### config.mk
export PLATFORM = sky130hd
export DESIGN_NAME = expression_token_lexer
export DESIGN_NICKNAME = d
export VERILOG_FILES = /design/src/hw/rtl/etl_pkg.sv /design/src/hw/rtl/etl_lex.sv /design/src/hw/rtl/etl_out.sv /design/src/hw/rtl/expression_token_lexer.sv
export SDC_FILE = /design/constraint.sdc
export NUM_CORES = 1
export LEC_CHECK = 0
export BUFFER_PORTS_ARGS = -buffer_cell sky130_fd_sc_hd__clkbuf_2
export CORE_ASPECT_RATIO = 1.25
export CORE_UTILIZATION = 50
export CTS_BUF_LIST = sky130_fd_sc_hd__clkbuf_2 sky130_fd_sc_hd__clkbuf_4 sky130_fd_sc_hd__clkbuf_8
export DETAILED_ROUTE_END_ITERATION = 12
export PLACE_DENSITY_LB_ADDON = 0.2
export SLEW_MARGIN = 20
export SYNTH_ARGS = -nofsm -noshare
export SYNTH_HDL_FRONTEND = slang
export SYNTH_HIERARCHICAL = 1
export SYNTH_SLANG_ARGS = --single-unit
### constraint.sdc
create_clock -name i_clk -period 7.2 [get_ports i_clk]
set_input_delay 0.36 -clock i_clk [delete_from_list [all_inputs] [get_ports i_clk]]
set_output_delay 0.36 -clock i_clk [all_outputs]
set_load 0.05 [all_outputs]
### src/hw/rtl/etl_pkg.sv
// ----------------------------------------------------------------------------
// etl_pkg
// Shared types, token codes and character classes for the expression lexer.
// ----------------------------------------------------------------------------
package etl_pkg;

    localparam int CHAR_W = 8;
    localparam int TYPE_W = 5;

    localparam logic [TYPE_W-1:0] TT_ERROR    = 5'd0;
    localparam logic [TYPE_W-1:0] TT_END      = 5'd1;
    localparam logic [TYPE_W-1:0] TT_PLUS     = 5'd2;
    localparam logic [TYPE_W-1:0] TT_MINUS    = 5'd3;
    localparam logic [TYPE_W-1:0] TT_STAR     = 5'd4;
    localparam logic [TYPE_W-1:0] TT_SLASH    = 5'd5;
    localparam logic [TYPE_W-1:0] TT_EQUALS   = 5'd6;
    localparam logic [TYPE_W-1:0] TT_LPAREN   = 5'd7;
    localparam logic [TYPE_W-1:0] TT_RPAREN   = 5'd8;
    localparam logic [TYPE_W-1:0] TT_LBRACKET = 5'd9;
    localparam logic [TYPE_W-1:0] TT_RBRACKET = 5'd10;
    localparam logic [TYPE_W-1:0] TT_LBRACE   = 5'd11;
    localparam logic [TYPE_W-1:0] TT_RBRACE   = 5'd12;
    localparam logic [TYPE_W-1:0] TT_INT      = 5'd13;
    localparam logic [TYPE_W-1:0] TT_HEX      = 5'd14;
    localparam logic [TYPE_W-1:0] TT_FLOAT    = 5'd15;
    localparam logic [TYPE_W-1:0] TT_HEXFLOAT = 5'd16;
    localparam logic [TYPE_W-1:0] TT_IDENT    = 5'd17;

    localparam logic [CHAR_W-1:0] CH_NUL   = 8'h00;
    localparam logic [CHAR_W-1:0] CH_ZERO  = 8'h30;
    localparam logic [CHAR_W-1:0] CH_LOW_X = 8'h78;
    localparam logic [CHAR_W-1:0] CH_UP_X  = 8'h58;
    localparam logic [CHAR_W-1:0] CH_POINT = 8'h2E;
    localparam logic [CHAR_W-1:0] CH_COMMA = 8'h2C;
    localparam logic [CHAR_W-1:0] CH_UNDER = 8'h5F;
    localparam logic [CHAR_W-1:0] CH_SPACE = 8'h20;

    typedef enum logic [1:0] {
        MODE_DEFAULT = 2'd0,
        MODE_NUMBER  = 2'd1,
        MODE_IDENT   = 2'd2
    } t_mode;

    typedef enum logic [1:0] {
        NK_INT      = 2'd0,
        NK_HEX      = 2'd1,
        NK_FLOAT    = 2'd2,
        NK_HEXFLOAT = 2'd3
    } t_num_kind;

    typedef struct packed {
        t_mode      mode;
        t_num_kind  num_kind;
        logic       first_was_zero;
        logic [1:0] chars_in_number;
    } t_lex_state;

    typedef struct packed {
        logic              kind;
        logic [TYPE_W-1:0] token_type;
        logic [CHAR_W-1:0] char_value;
    } t_res;

    typedef struct packed {
        logic [1:0] cnt;
        t_res       res0;
        t_res       res1;
    } t_lex_out;

    function automatic logic f_is_digit(logic [CHAR_W-1:0] c);
        return (c >= 8'h30) && (c <= 8'h39);
    endfunction

    function automatic logic f_is_alpha(logic [CHAR_W-1:0] c);
        return ((c >= 8'h41) && (c <= 8'h5A)) || ((c >= 8'h61) && (c <= 8'h7A));
    endfunction

    function automatic logic f_is_xdigit(logic [CHAR_W-1:0] c);
        return f_is_digit(c) || ((c >= 8'h41) && (c <= 8'h46))
            || ((c >= 8'h61) && (c <= 8'h66));
    endfunction

    function automatic logic f_is_space(logic [CHAR_W-1:0] c);
        return (c == CH_SPACE) || ((c >= 8'h09) && (c <= 8'h0D));
    endfunction

    function automatic logic [TYPE_W-1:0] f_symbol_type(logic [CHAR_W-1:0] c);
        logic [TYPE_W-1:0] t;
        case (c)
            8'h2B: t = TT_PLUS;
            8'h2D: t = TT_MINUS;
            8'h2A: t = TT_STAR;
            8'h2F: t = TT_SLASH;
            8'h3D: t = TT_EQUALS;
            8'h28: t = TT_LPAREN;
            8'h29: t = TT_RPAREN;
            8'h5B: t = TT_LBRACKET;
            8'h5D: t = TT_RBRACKET;
            8'h7B: t = TT_LBRACE;
            8'h7D: t = TT_RBRACE;
            default: t = TT_ERROR;
        endcase
        return t;
    endfunction

endpackage

### src/hw/rtl/etl_lex.sv
// ----------------------------------------------------------------------------
// etl_lex
// Lexer state registers and the single-pass step logic for one byte.
// ----------------------------------------------------------------------------
module etl_lex import etl_pkg::*; (
    input  logic              i_clk,
    input  logic              i_rst_n,
    input  logic              i_step,
    input  logic [CHAR_W-1:0] i_char,
    output t_lex_out          o_lex
);

    t_lex_state        r_state;
    t_lex_state        n_state;
    t_lex_state        w_def_state;
    t_res              w_def_res;
    logic              w_def_has;
    logic [TYPE_W-1:0] w_num_type;
    logic [1:0]        w_count_inc;

    // default-mode lexing of the current byte, used directly or after a token ends
    always_comb begin
        w_def_state      = r_state;
        w_def_state.mode = MODE_DEFAULT;
        w_def_has        = 1'b1;
        w_def_res        = '0;
        if (f_is_space(i_char)) begin
            w_def_has = 1'b0;
        end else if (f_is_digit(i_char)) begin
            w_def_state.mode            = MODE_NUMBER;
            w_def_state.num_kind        = NK_INT;
            w_def_state.first_was_zero  = (i_char == CH_ZERO);
            w_def_state.chars_in_number = 2'd1;
            w_def_res = '{kind: 1'b0, token_type: TT_INT, char_value: i_char};
        end else if (f_is_alpha(i_char)) begin
            w_def_state.mode = MODE_IDENT;
            w_def_res = '{kind: 1'b0, token_type: TT_IDENT, char_value: i_char};
        end else if (f_symbol_type(i_char) != TT_ERROR) begin
            w_def_res = '{kind: 1'b1, token_type: f_symbol_type(i_char),
                          char_value: CH_NUL};
        end else if (i_char == CH_NUL) begin
            w_def_res = '{kind: 1'b1, token_type: TT_END, char_value: CH_NUL};
        end else begin
            w_def_res = '{kind: 1'b1, token_type: TT_ERROR, char_value: i_char};
        end
    end

    assign w_num_type  = TT_INT + {3'b000, r_state.num_kind};
    assign w_count_inc = (r_state.chars_in_number == 2'd2) ? 2'd2
                                                            : r_state.chars_in_number + 2'd1;

    always_comb begin
        n_state   = r_state;
        o_lex     = '0;
        case (r_state.mode)
            MODE_NUMBER: begin
                if (f_is_digit(i_char) || (r_state.num_kind[0] && f_is_xdigit(i_char))) begin
                    n_state.chars_in_number = w_count_inc;
                    o_lex.cnt  = 2'd1;
                    o_lex.res0 = '{kind: 1'b0, token_type: w_num_type, char_value: i_char};
                end else if (((i_char == CH_LOW_X) || (i_char == CH_UP_X))
                             && r_state.first_was_zero
                             && (r_state.chars_in_number == 2'd1)) begin
                    n_state.chars_in_number = w_count_inc;
                    n_state.num_kind        = NK_HEX;
                    o_lex.cnt  = 2'd1;
                    o_lex.res0 = '{kind: 1'b0, token_type: TT_HEX, char_value: i_char};
                end else if ((i_char == CH_POINT) && !r_state.num_kind[1]) begin
                    n_state.chars_in_number = w_count_inc;
                    n_state.num_kind = r_state.num_kind[0] ? NK_HEXFLOAT : NK_FLOAT;
                    o_lex.cnt  = 2'd1;
                    o_lex.res0 = '{kind: 1'b0,
                                   token_type: r_state.num_kind[0] ? TT_HEXFLOAT : TT_FLOAT,
                                   char_value: i_char};
                end else if (i_char == CH_COMMA) begin
                    n_state.chars_in_number = w_count_inc;
                end else begin
                    n_state    = w_def_state;
                    o_lex.res0 = '{kind: 1'b1, token_type: w_num_type, char_value: CH_NUL};
                    o_lex.res1 = w_def_res;
                    o_lex.cnt  = w_def_has ? 2'd2 : 2'd1;
                end
            end
            MODE_IDENT: begin
                if (f_is_alpha(i_char) || (i_char == CH_UNDER)) begin
                    o_lex.cnt  = 2'd1;
                    o_lex.res0 = '{kind: 1'b0, token_type: TT_IDENT, char_value: i_char};
                end else begin
                    n_state    = w_def_state;
                    o_lex.res0 = '{kind: 1'b1, token_type: TT_IDENT, char_value: CH_NUL};
                    o_lex.res1 = w_def_res;
                    o_lex.cnt  = w_def_has ? 2'd2 : 2'd1;
                end
            end
            default: begin
                n_state    = w_def_state;
                o_lex.res0 = w_def_res;
                o_lex.cnt  = w_def_has ? 2'd1 : 2'd0;
            end
        endcase
    end

    always_ff @(posedge i_clk) begin
        if (!i_rst_n) begin
            r_state.mode            <= MODE_DEFAULT;
            r_state.num_kind        <= NK_INT;
            r_state.first_was_zero  <= 1'b0;
            r_state.chars_in_number <= 2'd0;
        end else if (i_step) begin
            r_state <= n_state;
        end
    end

endmodule

### src/hw/rtl/etl_out.sv
// ----------------------------------------------------------------------------
// etl_out
// Result register holding the results of one byte, shown one per cycle unless i_ready stalls.
// ----------------------------------------------------------------------------
module etl_out import etl_pkg::*; (
    input  logic     i_clk,
    input  logic     i_rst_n,
    input  logic     i_load,
    input  t_lex_out i_lex,
    input  logic     i_ready,
    output logic     o_can_load,
    output logic     o_valid,
    output t_res     o_res,
    output logic     o_last
);

    logic r_valid;
    logic r_two;
    logic r_sel;
    t_res r_res0;
    t_res r_res1;

    assign o_valid    = r_valid;
    assign o_res      = r_sel ? r_res1 : r_res0;
    assign o_last     = r_sel || !r_two;
    assign o_can_load = !r_valid || (i_ready && o_last);

    always_ff @(posedge i_clk) begin
        if (!i_rst_n) begin
            r_valid <= 1'b0;
            r_two   <= 1'b0;
            r_sel   <= 1'b0;
        end else if (i_load) begin
            r_valid <= (i_lex.cnt != 2'd0);
            r_two   <= (i_lex.cnt == 2'd2);
            r_sel   <= 1'b0;
        end else if (r_valid && i_ready) begin
            if (o_last) begin
                r_valid <= 1'b0;
            end else begin
                r_sel <= 1'b1;
            end
        end
    end

    always_ff @(posedge i_clk) begin
        if (i_load) begin
            r_res0 <= i_lex.res0;
            r_res1 <= i_lex.res1;
        end
    end

endmodule

### src/hw/rtl/expression_token_lexer.sv
// ----------------------------------------------------------------------------
// expression_token_lexer
// Byte-stream lexer for arithmetic expressions with streamed token text.
// ----------------------------------------------------------------------------
// Each byte is taken into an input register, lexed combinationally and its
// results (none, one or two) are placed in a result register that shows them
// one per cycle unless i_ready stalls, with o_last marking the final result of
// the byte. A byte that gives at most one result sustains one byte per cycle
// while i_ready is high. A byte that ends a token and starts another gives two
// results, and the next byte waits for both to pass the single result port.
// No clearing pass follows reset.
module expression_token_lexer import etl_pkg::*; (
    input  logic              i_clk,
    input  logic              i_rst_n,
    input  logic              i_valid,
    output logic              o_ready,
    input  logic [CHAR_W-1:0] i_char_in,
    output logic              o_valid,
    input  logic              i_ready,
    output logic              o_kind,
    output logic [TYPE_W-1:0] o_token_type,
    output logic [CHAR_W-1:0] o_char_value,
    output logic              o_last
);

    logic              r_in_valid;
    logic [CHAR_W-1:0] r_in_char;
    logic              w_load;
    logic              w_can_load;
    t_lex_out          w_lex;
    t_res              w_res;

    assign w_load  = r_in_valid && w_can_load;
    assign o_ready = !r_in_valid || w_load;

    always_ff @(posedge i_clk) begin
        if (!i_rst_n) begin
            r_in_valid <= 1'b0;
        end else if (i_valid && o_ready) begin
            r_in_valid <= 1'b1;
        end else if (w_load) begin
            r_in_valid <= 1'b0;
        end
    end

    always_ff @(posedge i_clk) begin
        if (i_valid && o_ready) begin
            r_in_char <= i_char_in;
        end
    end

    etl_lex u_lex (
        .i_clk   (i_clk),
        .i_rst_n (i_rst_n),
        .i_step  (w_load),
        .i_char  (r_in_char),
        .o_lex   (w_lex)
    );

    etl_out u_out (
        .i_clk      (i_clk),
        .i_rst_n    (i_rst_n),
        .i_load     (w_load),
        .i_lex      (w_lex),
        .i_ready    (i_ready),
        .o_can_load (w_can_load),
        .o_valid    (o_valid),
        .o_res      (w_res),
        .o_last     (o_last)
    );

    assign o_kind       = w_res.kind;
    assign o_token_type = w_res.token_type;
    assign o_char_value = w_res.char_value;

endmodule

=== After elaboration in Yosys (flattened, before gate mapping) ===
Cells that the tools add are included.

* Mux-type cells: 49
* Reduce and logical (&&, ||, !) cells: 40
* Div/mod/pow operators: 0
* Equal/unequal tests: 29
* Shifts and indexed selects: 0
* Bitwise operators: 2
* $add $sub $neg: 2
* Multipliers: 0
* $lt $le $gt $ge: 10

{| class="wikitable"
|+ Operators with widths
! kind !! count
|-
| two-way mux 14 bit || 9
|-
| equality test 8 x 6 -> 1 bit (second input constant) || 11
|-
| two-way mux 16 bit || 4
|-
| equality test 8 x 7 -> 1 bit (second input constant) || 7
|-
| case mux 4 bit (11 select lines) || 1
|-
| two-way mux 5 bit || 7
|-
| <= comparator 8 x 7 -> 1 bit (second input constant) || 4
|-
| case mux 16 bit (2 select lines) || 1
|-
| two-way mux 30 bit || 1
|-
| case mux 14 bit (2 select lines) || 1
|-
| two-way mux 2 bit || 12
|-
| greater-or-equal comparator 8 x 7 -> 1 bit (second input constant) || 2
|-
| logical AND 1 bit || 14
|-
| two-way mux 7 bit || 2
|-
| case mux 7 bit (2 select lines) || 1
|-
| logical OR 1 bit || 10
|-
| != test 2 bit (second input constant) || 5
|-
| two-way mux 1 bit || 9
|-
| two-way mux 9 bit || 1
|-
| greater-or-equal comparator 8 x 4 -> 1 bit (second input constant) || 1
|-
| greater-or-equal comparator 8 x 6 -> 1 bit (second input constant) || 1
|-
| <= comparator 8 x 4 -> 1 bit (second input constant) || 1
|-
| <= comparator 8 x 6 -> 1 bit (second input constant) || 1
|-
| logical NOT 8 bit || 1
|-
| other kinds (13) || 25
|}

* Bits of input ports: 12
* Output and inout bits: 17
* Memories: 0
* Latch bits: 0
* Bits in read-only memories: 0
* Word-level logic and storage cells: 147
* Bits in registers: 47
* RAM bits: 0

=== Depth between registers and ports, before layout ===
Gate-level depths: netlist of run 1.

* Word-level depth: 18
* Depth in mapped cells: 12

=== Modules after synthesis ===
The synthesis of run 1 kept the hierarchy.

{| class="wikitable"
|+ By module, submodules not included
! module !! area each (µm²) !! cells each !! instances
|-
| etl_lex || 1340.0 || 196 || 1
|-
| etl_out || 1203.7 || 58 || 1
|-
| expression_token_lexer || 305.3 || 14 || 1
|}

=== Worst setup path before layout of run 1 ===
No wires, ideal clock.

* Path kind: register to register
* From: reg r_in_char[2]
* To: reg u_out.r_valid (netlist: u_out/o_valid)
* Path buffers: 1
* Required time: 7.084 ns
* Setup slack: 4.934 ns
* Cell stages (with the launch flop): 10
* Arrival time: 2.150 ns
* Path through: edfxtp_1 > nand2b_1 > or4_4 > nand4_4 > or2_4 > a21oi_4 > buf_6 > and2_1 > o211a_1 > a41o_1

{| class="wikitable"
|+ RTL lines
! item !! RTL line !! source
|-
| start: declaration || expression_token_lexer.sv:27 || <nowiki>logic [CHAR_W-1:0] r_in_char;</nowiki>
|-
| start signal: assignment || expression_token_lexer.sv:48 || <nowiki>r_in_char <= i_char_in;</nowiki>
|-
| end signal: assignment || etl_out.sv:34 || <nowiki>r_valid <= (i_lex.cnt != 2'd0);</nowiki>
|-
| end: declaration || etl_out.sv:17 || <nowiki>logic r_valid;</nowiki>
|}

==> metrics.cfg, run 1 <==
[status]
outcome=finished clean

[sta]
worst_pin_slew_ns=0.839
grt_setup_unrepaired=false
hold_viol=0
fin_tns_setup_ns=0
fin_crit_sh_pct=37.6
clock_skew_ns=0.00464
fin_crit_ns=2.71
setup_viol=0
drv_slew=0
fmax_mhz=370
slew_headroom_pct=44.0

[critical_path]
arrival_ns=2.91
r2r_end=u_out/o_valid
critical_path_class=reg2reg
reg2reg_from=r_in_char[3]
cp-end-kind=register
start_kind=register
cp_data_required_time_ns=7.40
crit_fanout=18
r2r_cells=8
reg2reg_setup_slack_ns=4.49

[logic_synthesis]
ys_warn_count=6
async_flop_share_pct=0
yosysUniqueCellTypes=68
ys_seq_area_share_pct=45.7
synth-edff-count=36
syn_area_mm2=0.00285
yosys_register_bits=47
mappedNetlistNets=285
synth_top_area_share_pct=37.9
synth_top_area_cell=edfxtp_1
yosys_most_used_dff=edfxtp_1
syn_area_per_cell_um2=10.6
synthTopCellsByArea=edfxtp_1 (38%), dfxtp_1 (7.7%), mux2_4 (4.7%)
syn_inst=268

[route]
wl_mm=5.85
dr.pass1.iters=4
ant_nets=0
vias_per_cell=6.17
wl_per_cell_um=16.7
drtIter0Drc=102
route.vias.total=2167
post-route-drc-count=0

[die]
num_io_pins=29
die_h_um=86.4
start_util_pct=52.3
coreArea_mm2=0.00544
row_count=30
dieArea_mm2=0.00601
dieWidth_um=69.5

[clock_network]
cts_made_buffers=5
cts_sinks=47
cts_hold_buf=0
ctsResizeCount=0
post-cts-setup-buffers=0
ctsRootBufferMaster=clkbuf_8
cts_tree=done
clk_pin_slew_ns=0.09
clk_latency_ns=0.30
cts_max_path_buffers=2
cts_max_level=2

[power]
power.density_mw_per_mm2=179
vdd_ir_drop_max_v=0.0000894
totalPowerFinal_mw=0.543
p_leak_nw=1.17

[layout]
seq_area_mm2=0.00130
areaGrowthSynthToFinish_pct=6.63
diodes=0
drive_above_1_share_pct=23.0
utilization_pct=55.8
n_fill_cell=487
layout.nets=303
multi_input_area_mm2=0.00139

[min_path]
min_from=i_char_in[2]
hold_depth=1
hold_path_end=r_in_char[2]
min_path_type=in2reg

[grt]
grt_pass1_vias=1952
grt_util_all_layers_pct=19.9
grt_pass1_wl_mm=9.36
antenna_found_initial=0
overflow=0
grt_max_degree=36

[placed_design]
dpl.hpwl_mm=4.05
port_buffers=28
gp_congestion=0.921

[run]
drv_cap=0

metrics by stage:
stage	area, um2	setup slack (ns)	cells	hold WS (ns)
after floorplan	2850	4.93	268	0.457
after global placement	2950	4.49	343	0.467
after detailed placement	2950	4.44	343	0.474
after CTS	3040	4.42	351	0.231
after global routing	3040	4.22	351	0.222
final	3040	4.49	351	0.232
kinds of logic (layout without fill, tap and decap cells):
group | count (synthesis) | count (layout) | synth area share [%]
and+or+nand+nor | 105 | 105 | 22.4
AOI/OAI and AO/OA | 68 | 68 | 17.0
DFF | 47 | 47 | 45.7
buffers and inverters | 28 | 47 | 5.67
muxes | 14 | 14 | 6.72
adders and majority gates | 5 | 5 | 2.20
xor gates and xnor gates | 1 | 1 | 0.307
synth_stat cells, drive strengths merged (2+ instances only):
cell / count
nor2: 12
o21a: 2
o21ai: 15
inv: 11
buf: 12
edfxtp: 36
nand2b: 6
or3: 5
o211a: 2
a21o: 2
and3: 9
nand3: 9
nand3b: 2
o22ai: 2
nand2: 17
and4b: 2
a41o: 2
nor3: 9
ha: 5
a31oi: 4
a21boi: 2
dfxtp: 11
nor3b: 3
nor2b: 3
a21oi: 16
and2: 15
a2bb2oi: 2
or2: 3
mux2: 14
nand4: 3
o2111ai: 5
o31ai: 3
clkbuf: 5
cell usage in the layout (no fill, tap or decap), types with 3 or more instances in the layout:
cell	instances
inv_1	11
a21oi_1	15
clkbuf_8	5
ha_1	5
or3_1	4
edfxtp_1	36
mux2_2	5
clkbuf_2	28
o21ai_0	13
and3_1	9
nor3b_1	3
nor2_1	12
nand2b_1	4
nand2_1	16
a31oi_1	4
nand3_1	9
and2_1	13
dfxtp_1	11
nor3_1	9
o31ai_1	3
nor2b_1	3
mux2_4	9
o2111ai_1	4
how the worst max path moves through the flow:
stage,slack (ns),from,endpoint
after CTS,4.42,u_out/r_sel,u_lex/r_state[0]
after global placement,4.49,u_out/r_sel,u_lex/r_state[0]
after global routing,4.22,u_out/r_sel,u_lex/r_state[2]
final,4.49,r_in_char[3],u_out/o_valid
after floorplan,4.93,r_in_char[2],u_out/o_valid
after detailed placement,4.44,u_out/r_sel,u_lex/r_state[0]
flip-flops by register name, summed over array words and instances, names as in the netlist:
name and count:
u_out/r_res0 14, u_out/r_res1 14, r_in_char 8, u_lex/r_state 7, r_in_valid 1, u_out/o_valid 1
u_out/r_sel 1, u_out/r_two 1
power by group:
group	internal, mW	switching [mW]	leakage (nW)	total (mW)
logic	0.0239	0.0445	0.684	0.0684
clock network	0.0717	0.0864	0.0446	0.158
registers	0.304	0.0131	0.437	0.317
total	0.399	0.144	1.17	0.543
worst max-delay path: stages, from the launching register on:
cell and delay, ns:
edfxtp_1 0.71, nand2b_1 0.29, or4_4 0.58, nand4_4 0.14, or2_4 0.16, a21oi_4 0.10, and2_1 0.21, o211a_1 0.22
a41o_1 0.19
final cells by class:
type | instances | area share, %
flip-flops and latches | 47 | 42.8
inverters | 11 | 1.36
clock buffers | 6 | 2.51
clock inverters | 2 | 0.412
well taps | 64 | 2.64
multi-input cells | 193 | 45.6
repair buffers | 28 | 4.61
metal layers:
| layer | GRT usage [%] | share of wire, % | vias to the layer above |
|---|---|---|---|
| met2 | 32.8 | 47 | 61 |
| met5 | 0 | 0 | - |
| met3 | 4.07 | 4.5 | 18 |
| li1 | - | - | 1041 |
| met4 | 10.2 | 3.8 | 0 |
| met1 | 24.7 | 44 | 1047 |
No activity file was read; power rests on OpenSTA's default activity.
==> run 2: changes to the inputs <==
--- a/config.mk
+++ b/config.mk
@@ -5,6 +5,7 @@
 export SDC_FILE = /design/constraint.sdc
 export NUM_CORES = 1
 export LEC_CHECK = 0
+export ABC_AREA = 1
 export BUFFER_PORTS_ARGS = -buffer_cell sky130_fd_sc_hd__clkbuf_2
 export CORE_ASPECT_RATIO = 1.25
 export CORE_UTILIZATION = 50
==> constraint.sdc (replaced) <==
create_clock -name i_clk -period 2.5 [get_ports i_clk]
set_input_delay 0.125 -clock i_clk [delete_from_list [all_inputs] [get_ports i_clk]]
set_output_delay 0.125 -clock i_clk [all_outputs]
set_load 0.05 [all_outputs]
==> run 2 against run 1 <==
Against the previous run:
- worst hold slack lost 0.23 ns
- clock skew increased by 0.0082 ns
- largest power group unchanged
- non-clock buffer count grew 11
==> metrics.cfg, run 2 <==
[layout]
n_fill_cell=501
final_common_cell=nand2_1
final_area_mm2=0.00330
layout.nets=421
final_cell_mix=nand2_1 (91), nor2_1 (54), inv_1 (46), edfxtp_1 (36)
drive_above_1_share_pct=20.2
areaGrowthSynthToFinish_pct=13.5
top_regs=u_out/r_res0 (14), u_out/r_res1 (14), r_in_char (8)
diodes=0

[die]
start_util_pct=52.7
die_h_um=87.3
row_count=30
coreArea_mm2=0.00552
num_io_pins=29
dieWidth_um=70.2
dieArea_mm2=0.00613

[route]
route.vias.total=2482
dr.max_layer_used=met4
wl_mm=6.59
vias_per_cell=5.29
dr.pass1.iters=4
wl_met2_mm=3.13
wl_met1_mm=3.00
drtIter0Drc=220
met3_length_um=251
wl_per_cell_um=14.0
ant_nets=0
post-route-drc-count=0

[logic_synthesis]
synth_xor_area_share_pct=0
syn_inst=366
synthMostInstantiatedCell=nand2_1
synth-edff-count=36
synthMuxAreaShare_pct=0
synth_top_area_share_pct=37.2
yosys_most_used_dff=edfxtp_1
async_flop_share_pct=0
synthTopCellsByArea=edfxtp_1 (37%), nand2_1 (12%), dfxtp_1 (7.6%)
netlist_top_cells_count=nand2_1 (91), nor2_1 (54), inv_1 (46)
synth_top_area_cell=edfxtp_1
ys_seq_area_share_pct=44.8
synth_compound_area_share_pct=7.75
yosysUniqueCellTypes=34
synthSimpleGateAreaFrac_pct=36.4
ys_warn_count=6
yosys_register_bits=47
mappedNetlistNets=383
syn_area_mm2=0.00291
yosys.area_share.adder_pct=2.15
syn_area_per_cell_um2=7.94
synth_top_family_by_area=simple AND/OR/NAND/NOR gates

[grt]
grt_util_all_layers_pct=23.2
grt_pass1_vias=2282
grt_pass1_wl_mm=10.9
antenna_found_initial=0
grt_max_degree=31
overflow=0

[critical_path]
critPathLaunch=r_in_char[1]
cp_data_required_time_ns=2.75
crit_slowest_cell=edfxtp_1
critical_path_class=reg2reg
cp_cell_sequence=inv_1 > nor2_1 > nand3_1 > nor2_2 > nor2_2 > nand3_4 > o21ai_4 > nand3_4 > inv_1 > nor2_1 > nand2_1 > nand2_1 > a21oi_2
worst-path-buf-inv=2
crit_fanout=9
arrival_ns=2.40
start_kind=register
reg2reg_from=r_in_char[1]
cp-end-kind=register
crit_family=simple AND/OR/NAND/NOR gates
cpPeakStageDelay_ns=0.58

[clock_network]
ctsRootBufferMaster=clkbuf_8
clk_latency_ns=0.31
cts_made_buffers=5
cts_tree=done
cts_sinks=47
post-cts-setup-buffers=0
cts_max_path_buffers=2
ctsResizeCount=0
clk_pin_slew_ns=0.09
cts_max_level=2

[sta]
grt_setup_unrepaired=false
fin_crit_ns=2.15
setup_viol=0
fin_crit_sh_pct=86.0
worst_slack_ns=0.350
worst_pin_slew_ns=0.458
clock_skew_ns=0.0128
fin_tns_setup_ns=0
drv_slew=0
hold_viol=0
fmax_mhz=465
whs_ns=0.00414
slew_headroom_pct=69.4

[placed_design]
port_buffers=28
place_area_mm2=0.00309
dpl.hpwl_mm=4.93
gp_congestion=0.951
dp_slack_ns=0.415

[status]
outcome=finished clean

[min_path]
min_path_type=in2reg
min_from=i_char_in[7]

[power]
vdd_ir_drop_max_v=0.000275
power.density_mw_per_mm2=554
p_leak_nw=1.48

[run]
drv_cap=0

run 2: cell type report:
| cell class | instances | area (um2) | share of cell area, % |
|---|---|---|---|
| sequential | 47 | 1300 | 39.4 |
| tap | 64 | 80.1 | 2.43 |
| timing repair buffer | 39 | 240 | 7.28 |
| inverter | 52 | 198 | 5.99 |
| clock inverter | 2 | 60.1 | 1.82 |
| multi-input combinational | 259 | 1350 | 40.8 |
| clock buffer | 6 | 76.3 | 2.31 |
run 2: repair_timing:
item                                    CTS  global route
endpoints found under the hold margin     6             1
hold buffers                              6             1
endpoints found under the setup margin    0             0
run 2: stage by stage:
| stage | instances | util, % | total power, mW |
|---|---|---|---|
| after floorplan | 366 | - | 1.10 |
| after global placement | 454 | 56.1 | 1.16 |
| after detailed placement | 454 | 56.1 | 1.17 |
| after CTS | 468 | 59.6 | 1.84 |
| after global routing | 469 | 59.8 | 1.90 |
| final | 469 | 59.8 | 1.83 |
run 2: layer usage:
layer | vias to the layer above | global-route usage [%]
li1 | 1258 | -
met1 | 1134 | 28.9
met2 | 69 | 40.8
met3 | 21 | 3.13
met4 | 0 | 8.91
met5 | - | 0
run 2: worst paths after layout:
| check | cells past startpoint | to | slack [ns] |
|---|---|---|---|
| max | 13 | u_out/o_valid | 0.35 |
| min | 1 | r_in_char[7] | 0.004 |
| max reg2reg | 13 | u_out/o_valid | 0.35 |
| min reg2reg | 2 | u_lex/r_state[2] | 0.47 |
run 2: where the power goes:
group | internal (mW) | switching, mW
Clock | 0.410 | 0.259
Sequential | 0.880 | 0.0257
Combinational | 0.0724 | 0.179
run 2: cells by family (layout without fill, tap and decap cells):
family | count (synthesis) | in the layout
buffers and inverters | 60 | 99
adder cells (fa/ha/maj) | 5 | 5
flip-flops | 47 | 47
AO/OA/AOI/OAI | 35 | 35
AND/OR/NAND/NOR | 219 | 219
